===== config.mk =====
export PLATFORM = sky130hd
export DESIGN_NAME = sqp_release_unit
export DESIGN_NICKNAME = d
export VERILOG_FILES = /design/src/design/shared_quota_pool_with_leases_unit_defines.svh /design/src/design/sqp_pkg.sv /design/src/design/sqp_release_unit.sv
export SDC_FILE = /design/constraint.sdc
export NUM_CORES = 1
export LEC_CHECK = 0
export ABC_CLOCK_PERIOD_IN_PS = 4300
export BUFFER_PORTS_ARGS = -buffer_cell sky130_fd_sc_hd__buf_2
export CORE_MARGIN = 2
export CORE_UTILIZATION = 53
export DETAILED_ROUTE_END_ITERATION = 8
export PLACE_DENSITY = 0.9
export SLEW_MARGIN = 20
export SYNTH_ARGS = -nofsm -noshare
export SYNTH_HDL_FRONTEND = slang
export SYNTH_SLANG_ARGS = --single-unit

===== constraint.sdc =====
create_clock -name vclk -period 4.3
set_input_delay 0 -clock vclk [all_inputs]
set_output_delay 0 -clock vclk [all_outputs]
set_load 0.02 [all_outputs]

===== src/design/shared_quota_pool_with_leases_unit_defines.svh =====
// assertion macros shared by the quota pool rtl
`ifndef SHARED_QUOTA_POOL_WITH_LEASES_UNIT_DEFINES_SVH
`define SHARED_QUOTA_POOL_WITH_LEASES_UNIT_DEFINES_SVH
// implication checked on every rising clock edge outside reset
`define SQP_ASSERT_IMP(lbl, clk, rstn, ante, cons) \
  lbl: assert property (@(posedge clk) disable iff (!rstn) (ante) |-> (cons)) \
    else $error("sqp assertion failed");
// next-cycle implication
`define SQP_ASSERT_NXT(lbl, clk, rstn, ante, cons) \
  lbl: assert property (@(posedge clk) disable iff (!rstn) (ante) |=> (cons)) \
    else $error("sqp assertion failed");
`endif


===== src/design/sqp_pkg.sv =====
// ----------------------------------------------------------------------------
// sqp_pkg
// shared types and codes for the quota pool
// ----------------------------------------------------------------------------
`default_nettype none
package sqp_pkg;
  localparam logic [2:0] FUNC_REGISTER   = 3'd0;
  localparam logic [2:0] FUNC_UNREGISTER = 3'd1;
  localparam logic [2:0] FUNC_ACQUIRE    = 3'd2;
  localparam logic [2:0] FUNC_RELEASE    = 3'd3;
  localparam logic [2:0] FUNC_QUERY      = 3'd4;

  localparam logic [1:0] ST_OK       = 2'd0;
  localparam logic [1:0] ST_DISABLED = 2'd1;
  localparam logic [1:0] ST_EXCEEDED = 2'd2;
  localparam logic [1:0] ST_FULL     = 2'd3;

  localparam logic [2:0] REG_ENABLE  = 3'd0;
  localparam logic [2:0] REG_MAX_MEM = 3'd1;
  localparam logic [2:0] REG_MAX_CPU = 3'd2;
  localparam logic [2:0] REG_MAX_PRC = 3'd3;
  localparam logic [2:0] REG_TIMEOUT = 3'd4;

  localparam logic [31:0] TIMEOUT_RESET = 32'd60;

  // one slot table entry
  typedef struct packed {
    logic [15:0] token;
    logic [31:0] heartbeat;
    logic [31:0] mem;
    logic [15:0] cpu;
    logic [15:0] prc;
  } slot_t;

  // pool totals
  typedef struct packed {
    logic [31:0] mem;
    logic [15:0] cpu;
    logic [15:0] prc;
  } pool_t;
endpackage
`default_nettype wire


===== src/design/sqp_release_unit.sv =====
// ----------------------------------------------------------------------------
// sqp_release_unit
// shared saturating subtract of three holdings from the pool totals
// ----------------------------------------------------------------------------
`default_nettype none
module sqp_release_unit (
  input  var sqp_pkg::pool_t pool_i,
  input  var sqp_pkg::pool_t sub_i,
  output sqp_pkg::pool_t     res_o
);
  import sqp_pkg::*;
  // each field saturates at zero
  always_comb begin
    res_o.mem = (pool_i.mem >= sub_i.mem) ? pool_i.mem - sub_i.mem : '0;
    res_o.cpu = (pool_i.cpu >= sub_i.cpu) ? pool_i.cpu - sub_i.cpu : '0;
    res_o.prc = (pool_i.prc >= sub_i.prc) ? pool_i.prc - sub_i.prc : '0;
  end
endmodule
`default_nettype wire


==> results.env, run 1 <==
RESULT_OF_THE_RUN='completed'
FINALSETUPTNS_NS=0
NET_COUNT_AFTER_SYNTHESIS=772
LARGEST_CELLS_BY_AREA_AFTER_SYNTHESIS='ha_1 (20%), inv_1 (7.7%), nor2_1 (6.8%)'
TIMING.CRITICAL_PATH.MODE_CELL='buf_2'
DIE_SPAN_IN_X_MICRONS=90.1
CTS-HOLD-FIX-BUFFERS=0
SWITCHING_POWER_mW=0.525
MAX_FREQ_GHz=0.361
YOSYS_WARNINGS=0
ANT_DIODES=0
GRT_START_MAX_NET_PINS=32
DR_TOTAL_VIAS=4905
MAXSLEWVIOLCOUNT=0
START_KIND='input pin'
GRT_OVERFLOW=0
PRECTSSETUPSLACK_NS=1.38
LAYOUT_AREA_GROWTH_OVER_SYNTHESIS_PCT=25.5
DIE-AREA_SQ_MM=0.00813
CORE_AREA_SQ_MM=0.00721
HOLD_VIOL_FINAL=0
RSZ0062_AT_GRT='false'
SYNTHMOSTINSTANTIATEDCELL='inv_1'
NETLIST.TOP_CELL.BY_AREA='ha_1'
WORST_SLEW_MARGIN_REL_PCT=51.3
PLACED_CELLS=856
DRT_ITER0_MARKERS=201
GP_CONGESTION=0.918
VDD_DROP_MAX_mV=0.121
MIN_PERIOD_OVER_PERIOD_PCT=64.5
POST_CTS_BUFFERS=0
DRC_ERRORS=0
BOUNDARYPINS=192
P_SW_SHARE_PCT=59.3
MAX_CAP_VIOLATION_COUNT=0
CRITICAL_PATH.ENDPOINT='res_o[46]'
ANTENNA_VIOLATIONS_BEFORE_REPAIR=0
DETAIL_ROUTE.VIAS_PER_CELL=5.72
WL_PER_CELL_MICRONS=13.8
FINAL.CLKBUF_COUNT=0
POSTROUTEWIRELENGTH_MM=11.8
SYNTH_LARGEST_TYPE_AREA_FRACTION_PCT=20.4
CTS_RESIZES=0
TOTAL_POWER_mW=0.884
POWER.SHARE.SEQUENTIAL_PCT=0
YOSYSUNIQUECELLTYPES=72
WORSTSETUPENDPOINTTYPE='primary output'
SETUP_VIOL_COUNT_FINAL=0
CRITICAL_PATH.MAX_FANOUT=17
FINAL_LAYOUT_SIZE_SUFFIX_GT1_SHARE_PCT=31.8
POWER_DENSITY_mW_PER_MM2=179
P_CLK_SHARE_PCT=0
GRT_USE_TOTAL_PCT=27.6
HOLD_CLASS='input pin to primary output'
TIMING_WORST_SLEW_PIN_VALUE_NS=0.727
DRT_FIRST_PASS_ITERS=7
DESIGN.FINAL.NETS=955
POSTLAYOUTSETUPSLACKWORST_NS=1.53
TIMING.SETUP.CRITICAL_PATH_CLASS='input pin to primary output'
WORST_SETUP_SP='pool_i[32]'
INITIAL_UTILIZATION_PCT=54.5
FIRST_GLOBAL_VIAS=4587
FF_LATCH_AREA_SQ_UM=0
FIRST_PASS_GRT_WIRE_LENGTH_MM=19.9
CP_DATA_ARRIVAL_TIME_NS=2.77
POST_LAYOUT_NONFILLER_INSTANCES=857
NETLIST_AREA_SQ_MM=0.00393
POWER.STATIC_LEAKAGE_nW=2.74
CRIT_PATH_TOP_DELAY_CELL='o21ai_4'
SYN-INSTANCE-COUNT=577
DETAIL-ROUTE-ANTENNA-NETS=0
AVGSYNTHCELLAREA_SQ_UM=6.82
CHAIN_OF_CELLS_FORMING_THE_CRITICAL_PATH='buf_2 -> inv_1 -> ha_1 -> fa_1 -> nor2b_4 -> o31a_4 -> o21a_4 -> o2111ai_2 -> a31o_1 -> a21oi_2 -> o21ai_4 -> buf_16 -> nor2_1 -> buf_2'
SYNTH_COMMONEST_CELLS='inv_1 (81), nor2_1 (71), ha_1 (64)'
WORST_PATH_LARGEST_CELL_DELAY_NS=0.63
P_COMB_SHARE_PCT=100.0
PORTBUFFERS=192
FRACTION_OF_THE_YOSYS_AREA_TAKEN_BY_SEQUENTIAL_CELLS_PCT=0
INTERNAL-POWER_mW=0.359
HPWL_AFTER_DETAILED_PLACEMENT_MM=9.99
CP_DATA_REQUIRED_TIME_NS=4.30
NUMSEQUENTIALCELLS=0
DIE_H_MICRONS=90.1
ROWS=31
FINISH.UTILIZATION_PCT=68.4
TIMING.FINAL.CRIT_PERIOD_NS=2.77
==> logic make-up (layout without fill, tap and decap cells) <==
family                   count (synthesis)  in the layout  synth area share (%)
AO/OA/AOI/OAI                          184            184                  33.2
XOR/XNOR                                43             43                  9.58
adder cells (fa/ha/maj)                 67             67                  21.9
buffers and inverters                   93            274                  10.5
multiplexers                             2              2                 0.541
AND/OR/NAND/NOR                        188            188                  24.2
==> cell type report <==
| class | instances | area [sq um] |
|---|---|---|
| timing repair buffer | 193 | 988 |
| tap | 99 | 124 |
| inverter | 81 | 304 |
| multi-input combinational | 484 | 3520 |
| fill | 647 | 2280 |
==> worst min path at each step <==
stage | startpoint | end | slack [ns] | cells after the start
detailed placement | sub_i[0] | res_o[0] | 0.40 | 4
floorplan | sub_i[32] | res_o[32] | 0.20 | 2
global placement | sub_i[16] | res_o[16] | 0.39 | 4
CTS | sub_i[0] | res_o[0] | 0.40 | 4
global route | sub_i[0] | res_o[0] | 0.44 | 4
finish | sub_i[0] | res_o[0] | 0.40 | 4
==> power by group through the flow <==
stage                     combinational, mW  sequential, mW  clock [mW]
after floorplan                       0.641               0           0
after global placement                0.837               0           0
after detailed placement              0.863               0           0
after CTS                             0.867               0           0
after global routing                  0.968               0           0
final                                 0.884               0           0
==> per-stage QoR <==
step	hold slack, ns	area [sq um]
2_1_floorplan	0.196	3930
3_3_place_gp	0.390	4910
3_5_place_dp	0.402	4910
4_1_cts	0.403	4910
5_1_grt	0.437	4930
6_report	0.401	4930
==> cell usage in the layout, fill, tap and decap left out, types with 5 or more instances in the layout <==
| cell | count |
|---|---|
| a21o_1 | 18 |
| a21oi_1 | 47 |
| a31oi_1 | 13 |
| buf_2 | 192 |
| ha_1 | 64 |
| inv_1 | 81 |
| nand2_1 | 29 |
| nand2b_1 | 5 |
| nand3_1 | 6 |
| nand4_1 | 6 |
| nor2_1 | 71 |
| nor2_2 | 15 |
| nor2b_1 | 11 |
| nor3_1 | 19 |
| o211ai_1 | 7 |
| o21a_1 | 11 |
| o21ai_0 | 27 |
| o21bai_1 | 7 |
| xnor2_1 | 29 |
| xor2_1 | 14 |
==> routing by layer <==
metal  vias up  part of all wire (%)  GRT usage (%)
met5         -                     0              0
met4         0                   2.2           6.03
met3        28                   6.8           1.76
met2       243                    51           53.3
met1      2224                    39           33.3
li1       2410                     -              -
==> worst max-delay path: cells and delay by family <==
kind | cells | cell delay (ns)
AOI/OAI and AO/OA | 6 | 1.61
adders and majority gates | 2 | 0.46
buffers and inverters | 4 | 0.55
and+or+nand+nor | 2 | 0.13
Note: power is estimated with default switching activity, not from simulation.
==> run 2, diff against run 1 <==
Settings changed: ABC_CLOCK_PERIOD_IN_PS 4300 to 2700, CORE_UTILIZATION 53 to 49, PLACE_DENSITY 0.9 to 0.84.
Clock period 4.3 ns to 2.7 ns, I/O delays scaled along.
==> results.env, run 2 (synthesized netlist as in run 1, its figures left out) <==
PLACED_CELL_AREA_SQ_MM=0.00501
POSTLAYOUTSETUPSLACKWORST_NS=0.0877
DRT_FIRST_PASS_ITERS=5
HPWL_AFTER_DETAILED_PLACEMENT_MM=10.1
DESIGN.FINAL.NETS=969
CRITICAL_PATH.MAX_FANOUT=3
CTS-HOLD-FIX-BUFFERS=0
POWER.STATIC_LEAKAGE_nW=2.81
MAX_FREQ_GHz=0.383
WORSTSETUPENDPOINTTYPE='primary output'
RESULT_OF_THE_RUN='completed'
POWER_DENSITY_mW_PER_MM2=286
FINAL_LAYOUT_SIZE_SUFFIX_GT1_SHARE_PCT=33.0
RSZ0062_AT_GRT='false'
DETAIL_ROUTE.VIAS_PER_CELL=5.59
FF_LATCH_AREA_SQ_UM=0
HOLD_VIOL_FINAL=0
TIMING.FINAL.CRIT_PERIOD_NS=2.61
DR_TOTAL_VIAS=4890
PRECTSSETUPSLACK_NS=0.0414
WORST_SETUP_SP='pool_i[16]'
PORTBUFFERS=192
MAXSLEWVIOLCOUNT=0
FINALSETUPTNS_NS=0
LAYOUT.CELLS.MOST_COMMON='buf_2'
HOLD_CLASS='input pin to primary output'
ANTENNA_VIOLATIONS_BEFORE_REPAIR=0
GRT_USE_TOTAL_PCT=25.0
VDD_DROP_MAX_mV=0.179
MOSTFREQUENTLAYOUTCELLS='buf_2 (192), inv_1 (81), nor2_1 (71)'
WORST_SLEW_MARGIN_REL_PCT=66.2
TIMING_WORST_SLEW_PIN_VALUE_NS=0.501
DRT_ITER0_MARKERS=246
MAX_CAP_VIOLATION_COUNT=0
NUMSEQUENTIALCELLS=0
DIE_H_MICRONS=93.6
START_KIND='input pin'
HOLD_PATH.STARTPOINT='sub_i[0]'
MIN_PERIOD_OVER_PERIOD_PCT=96.8
SETUP_VIOL_COUNT_FINAL=0
WL_PER_CELL_MICRONS=13.5
BOUNDARYPINS=192
NUM-FILL-CELLS=688
FIRST_PASS_GRT_WIRE_LENGTH_MM=18.8
LAYOUT_AREA_GROWTH_OVER_SYNTHESIS_PCT=28.6
DETAIL-ROUTE-ANTENNA-NETS=0
ANT_DIODES=0
FINAL_DESIGN_AREA_NO_FILL_SQ_MM=0.00506
TIMING.SETUP.CRITICAL_PATH_CLASS='input pin to primary output'
INITIAL_UTILIZATION_PCT=50.6
DRC_ERRORS=0
FINAL.CLKBUF_COUNT=0
ROWS=32
CP_DATA_ARRIVAL_TIME_NS=2.61
POSTROUTEWIRELENGTH_MM=11.8
CP_DATA_REQUIRED_TIME_NS=2.70
GRT_START_MAX_NET_PINS=20
CORE_AREA_SQ_MM=0.00777
FIRST_GLOBAL_VIAS=4475
GRT_OVERFLOW=0
GP_CONGESTION=0.937
DIE-AREA_SQ_MM=0.00876
DIE_SPAN_IN_X_MICRONS=93.6
## run 2: changes by cell type in the layout (fill, tap and decap cells not counted)
cell	before	now
buf_4	0	13
buf_12	0	2
a2111oi_0	4	3
a2111oi_1	0	1
buf_16	1	0
o21ai_2	2	1
o21ai_4	1	2
## run 2: final timing paths
| kind | slack, ns | end | cells past startpoint |
|---|---|---|---|
| worst max-delay path | 0.09 | res_o[26] | 14 |
| worst min-delay path | 0.40 | res_o[0] | 4 |
## run 2: per-layer routing
layer	GRT usage (%)	routed length, microns
met1	31.8	4870
met2	45.9	5860
met3	1.37	850
met4	6.28	261
met5	0	0
## run 2: final cells by class
class	count	area [sq um]	share of cell area, %
multi-input combinational	484	3530	69.7
timing repair buffer	207	1100	21.7
inverter	81	304	6.01
tap	102	128	2.52
## run 2: worst max-delay path, stage by stage
cell       delay [ns]
buf_2            0.09
inv_1            0.04
ha_1             0.18
inv_1            0.06
fa_1             0.40
a21o_1           0.18
a21oi_2          0.20
o21ai_1          0.11
a21o_1           0.21
a21o_1           0.22
a2111oi_1        0.44
a31oi_1          0.09
a21oi_1          0.18
buf_2            0.19
## run 2: report_power, final
group	switching, mW	internal, mW
sequential	0	0
clock	0	0
combinational	0.845	0.601
total	0.845	0.601
## run 2: metrics by stage
step	power, mW	cells	hold slack (ns)	util, %
global route	1.58	874	0.420	65.1
detailed placement	1.40	870	0.400	64.4
floorplan	1.02	577	0.196	-
finish	1.45	874	0.401	65.1
global placement	1.37	870	0.394	64.4
CTS	1.41	870	0.406	64.4
## run 2: repair_timing
| item | 4_1_cts | 5_1_grt |
|---|---|---|
| endpoints found under the setup margin | 0 | 29 |
| buffers inserted | 0 | 4 |
| gates resized for setup | 0 | 2 |
==> run 3, diff against run 2 <==
Settings changed: CORE_MARGIN 2 to unset.
==> results.env, run 3 (synthesized netlist as in run 1, its figures left out) <==
RSZ0062_AT_GRT='false'
FIRST_GLOBAL_VIAS=4578
BOUNDARYPINS=192
WL_PER_CELL_MICRONS=13.3
WORST_CASE_HOLD_PATH_END_POINT='res_o[0]'
PORTBUFFERS=192
MAXSLEWVIOLCOUNT=0
DR_TOTAL_VIAS=4823
WORST_PATH_LARGEST_CELL_DELAY_NS=0.43
SETUP_VIOL_COUNT_FINAL=0
CHAIN_OF_CELLS_FORMING_THE_CRITICAL_PATH='buf_2 -> inv_1 -> ha_1 -> fa_1 -> nor2b_4 -> o31a_4 -> o21a_4 -> o2111ai_2 -> a31o_1 -> a21oi_4 -> o21ai_4 -> buf_4 -> nor2b_1 -> buf_2'
START_KIND='input pin'
FINAL.CLKBUF_COUNT=0
DIE-AREA_SQ_MM=0.00839
MOSTFREQUENTLAYOUTCELLS='buf_2 (192), inv_1 (81), nor2_1 (71)'
DRT_FIRST_PASS_ITERS=5
PRECTSSETUPSLACK_NS=0.0883
CP_DATA_ARRIVAL_TIME_NS=2.57
HOLD_PATH.STARTPOINT='sub_i[0]'
POWER.STATIC_LEAKAGE_nW=2.78
NUM-FILL-CELLS=734
DESIGN.FINAL.NETS=964
POSTROUTEWIRELENGTH_MM=11.5
HOLD_VIOL_FINAL=0
MAX_FREQ_GHz=0.390
VDD_DROP_MAX_mV=0.153
TIMING.CRITICAL_PATH.MODE_CELL='buf_2'
DRC_ERRORS=0
GRT_OVERFLOW=0
FIN_HOLD_WS_NS=0.389
DIE_SPAN_IN_X_MICRONS=91.6
WORST_SLEW_MARGIN_REL_PCT=64.2
POWER_DENSITY_mW_PER_MM2=284
PLACED_CELLS=868
CTS-HOLD-FIX-BUFFERS=0
FINAL_DESIGN_AREA_NO_FILL_SQ_MM=0.00502
INITIAL_UTILIZATION_PCT=50.9
DRT_ITER0_MARKERS=178
LAYOUT.CELLS.MOST_COMMON='buf_2'
CORE_AREA_SQ_MM=0.00773
HPWL_AFTER_DETAILED_PLACEMENT_MM=10.0
TIMING.FINAL.CRIT_PERIOD_NS=2.57
MIN_PERIOD_OVER_PERIOD_PCT=95.0
GRT_START_MAX_NET_PINS=17
TIMING_WORST_SLEW_PIN_VALUE_NS=0.530
FF_LATCH_AREA_SQ_UM=0
ANTENNA_VIOLATIONS_BEFORE_REPAIR=2
LAYOUT_AREA_GROWTH_OVER_SYNTHESIS_PCT=27.6
MAX_CAP_VIOLATION_COUNT=0
WHS_PATH_DEPTH=4
HOLD_CLASS='input pin to primary output'
RESULT_OF_THE_RUN='completed'
GRT_USE_TOTAL_PCT=25.9
NUMSEQUENTIALCELLS=0
TIMING.SETUP.CRITICAL_PATH_CLASS='input pin to primary output'
FINALSETUPTNS_NS=0
ROWS=32
POST_LAYOUT_NONFILLER_INSTANCES=871
PLACED_CELL_AREA_SQ_MM=0.00498
FIRST_PASS_GRT_WIRE_LENGTH_MM=18.7
DETAIL_ROUTE.VIAS_PER_CELL=5.54
DIE_H_MICRONS=91.6
FINISH.UTILIZATION_PCT=64.9
FINAL_LAYOUT_SIZE_SUFFIX_GT1_SHARE_PCT=32.7
TOTAL_POWER_mW=1.42
DETAIL-ROUTE-ANTENNA-NETS=0
CRITICAL_PATH.MAX_FANOUT=12
CP_DATA_REQUIRED_TIME_NS=2.70
GP_CONGESTION=0.901
CRIT_PATH_TOP_DELAY_CELL='fa_1'
WORSTSETUPENDPOINTTYPE='primary output'
POSTLAYOUTSETUPSLACKWORST_NS=0.134
[run 3: changes by cell type in the layout (fill, tap and decap cells not counted), sizes merged]
cell / delta
diode: +2
buf: -5
[run 3: worst max-delay path: cells and delay by family]
kind,cells,cell delay (ns)
AND/OR/NAND/NOR,2,0.32
adder cells (fa/ha/maj),2,0.64
buffers and inverters,4,0.54
AO/OA/AOI/OAI,6,1.05
[run 3: power by group]
group	total, mW	internal (mW)	switching, mW
sequential	0	0	0
clock	0.0000000990	0.0000000990	0
combinational	1.42	0.588	0.836
[run 3: how the worst max path moves through the flow]
stage,endpoint,from
4_1_cts,res_o[48],pool_i[32]
2_1_floorplan,res_o[26],pool_i[16]
5_1_grt,res_o[48],pool_i[32]
3_3_place_gp,res_o[45],pool_i[32]
3_5_place_dp,res_o[48],pool_i[32]
6_report,res_o[48],pool_i[32]
[run 3: per-layer routing]
layer / vias up / part of all wire, % / track usage, %
met5: - / 0 / 0
met4: 0 / 3.0 / 7.80
met3: 32 / 4.9 / 0.921
met2: 188 / 51 / 51.3
met1: 2175 / 42 / 29.5
li1: 2428 / - / -
[run 3: cell type report]
type / count / area, sq um / area share (%)
inverters: 81 / 304 / 6.06
repair buffers: 202 / 1050 / 20.9
well taps: 102 / 128 / 2.54
multi-input cells: 484 / 3530 / 70.4
diodes: 2 / 5.00 / 0.0998
[run 3: repair_timing]
item | 4_1_cts | 5_1_grt
resized for setup | 0 | 3
setup endpoints to repair | 0 | 17
endpoints found under the hold margin | 0 | 0
buffers inserted | 0 | 1
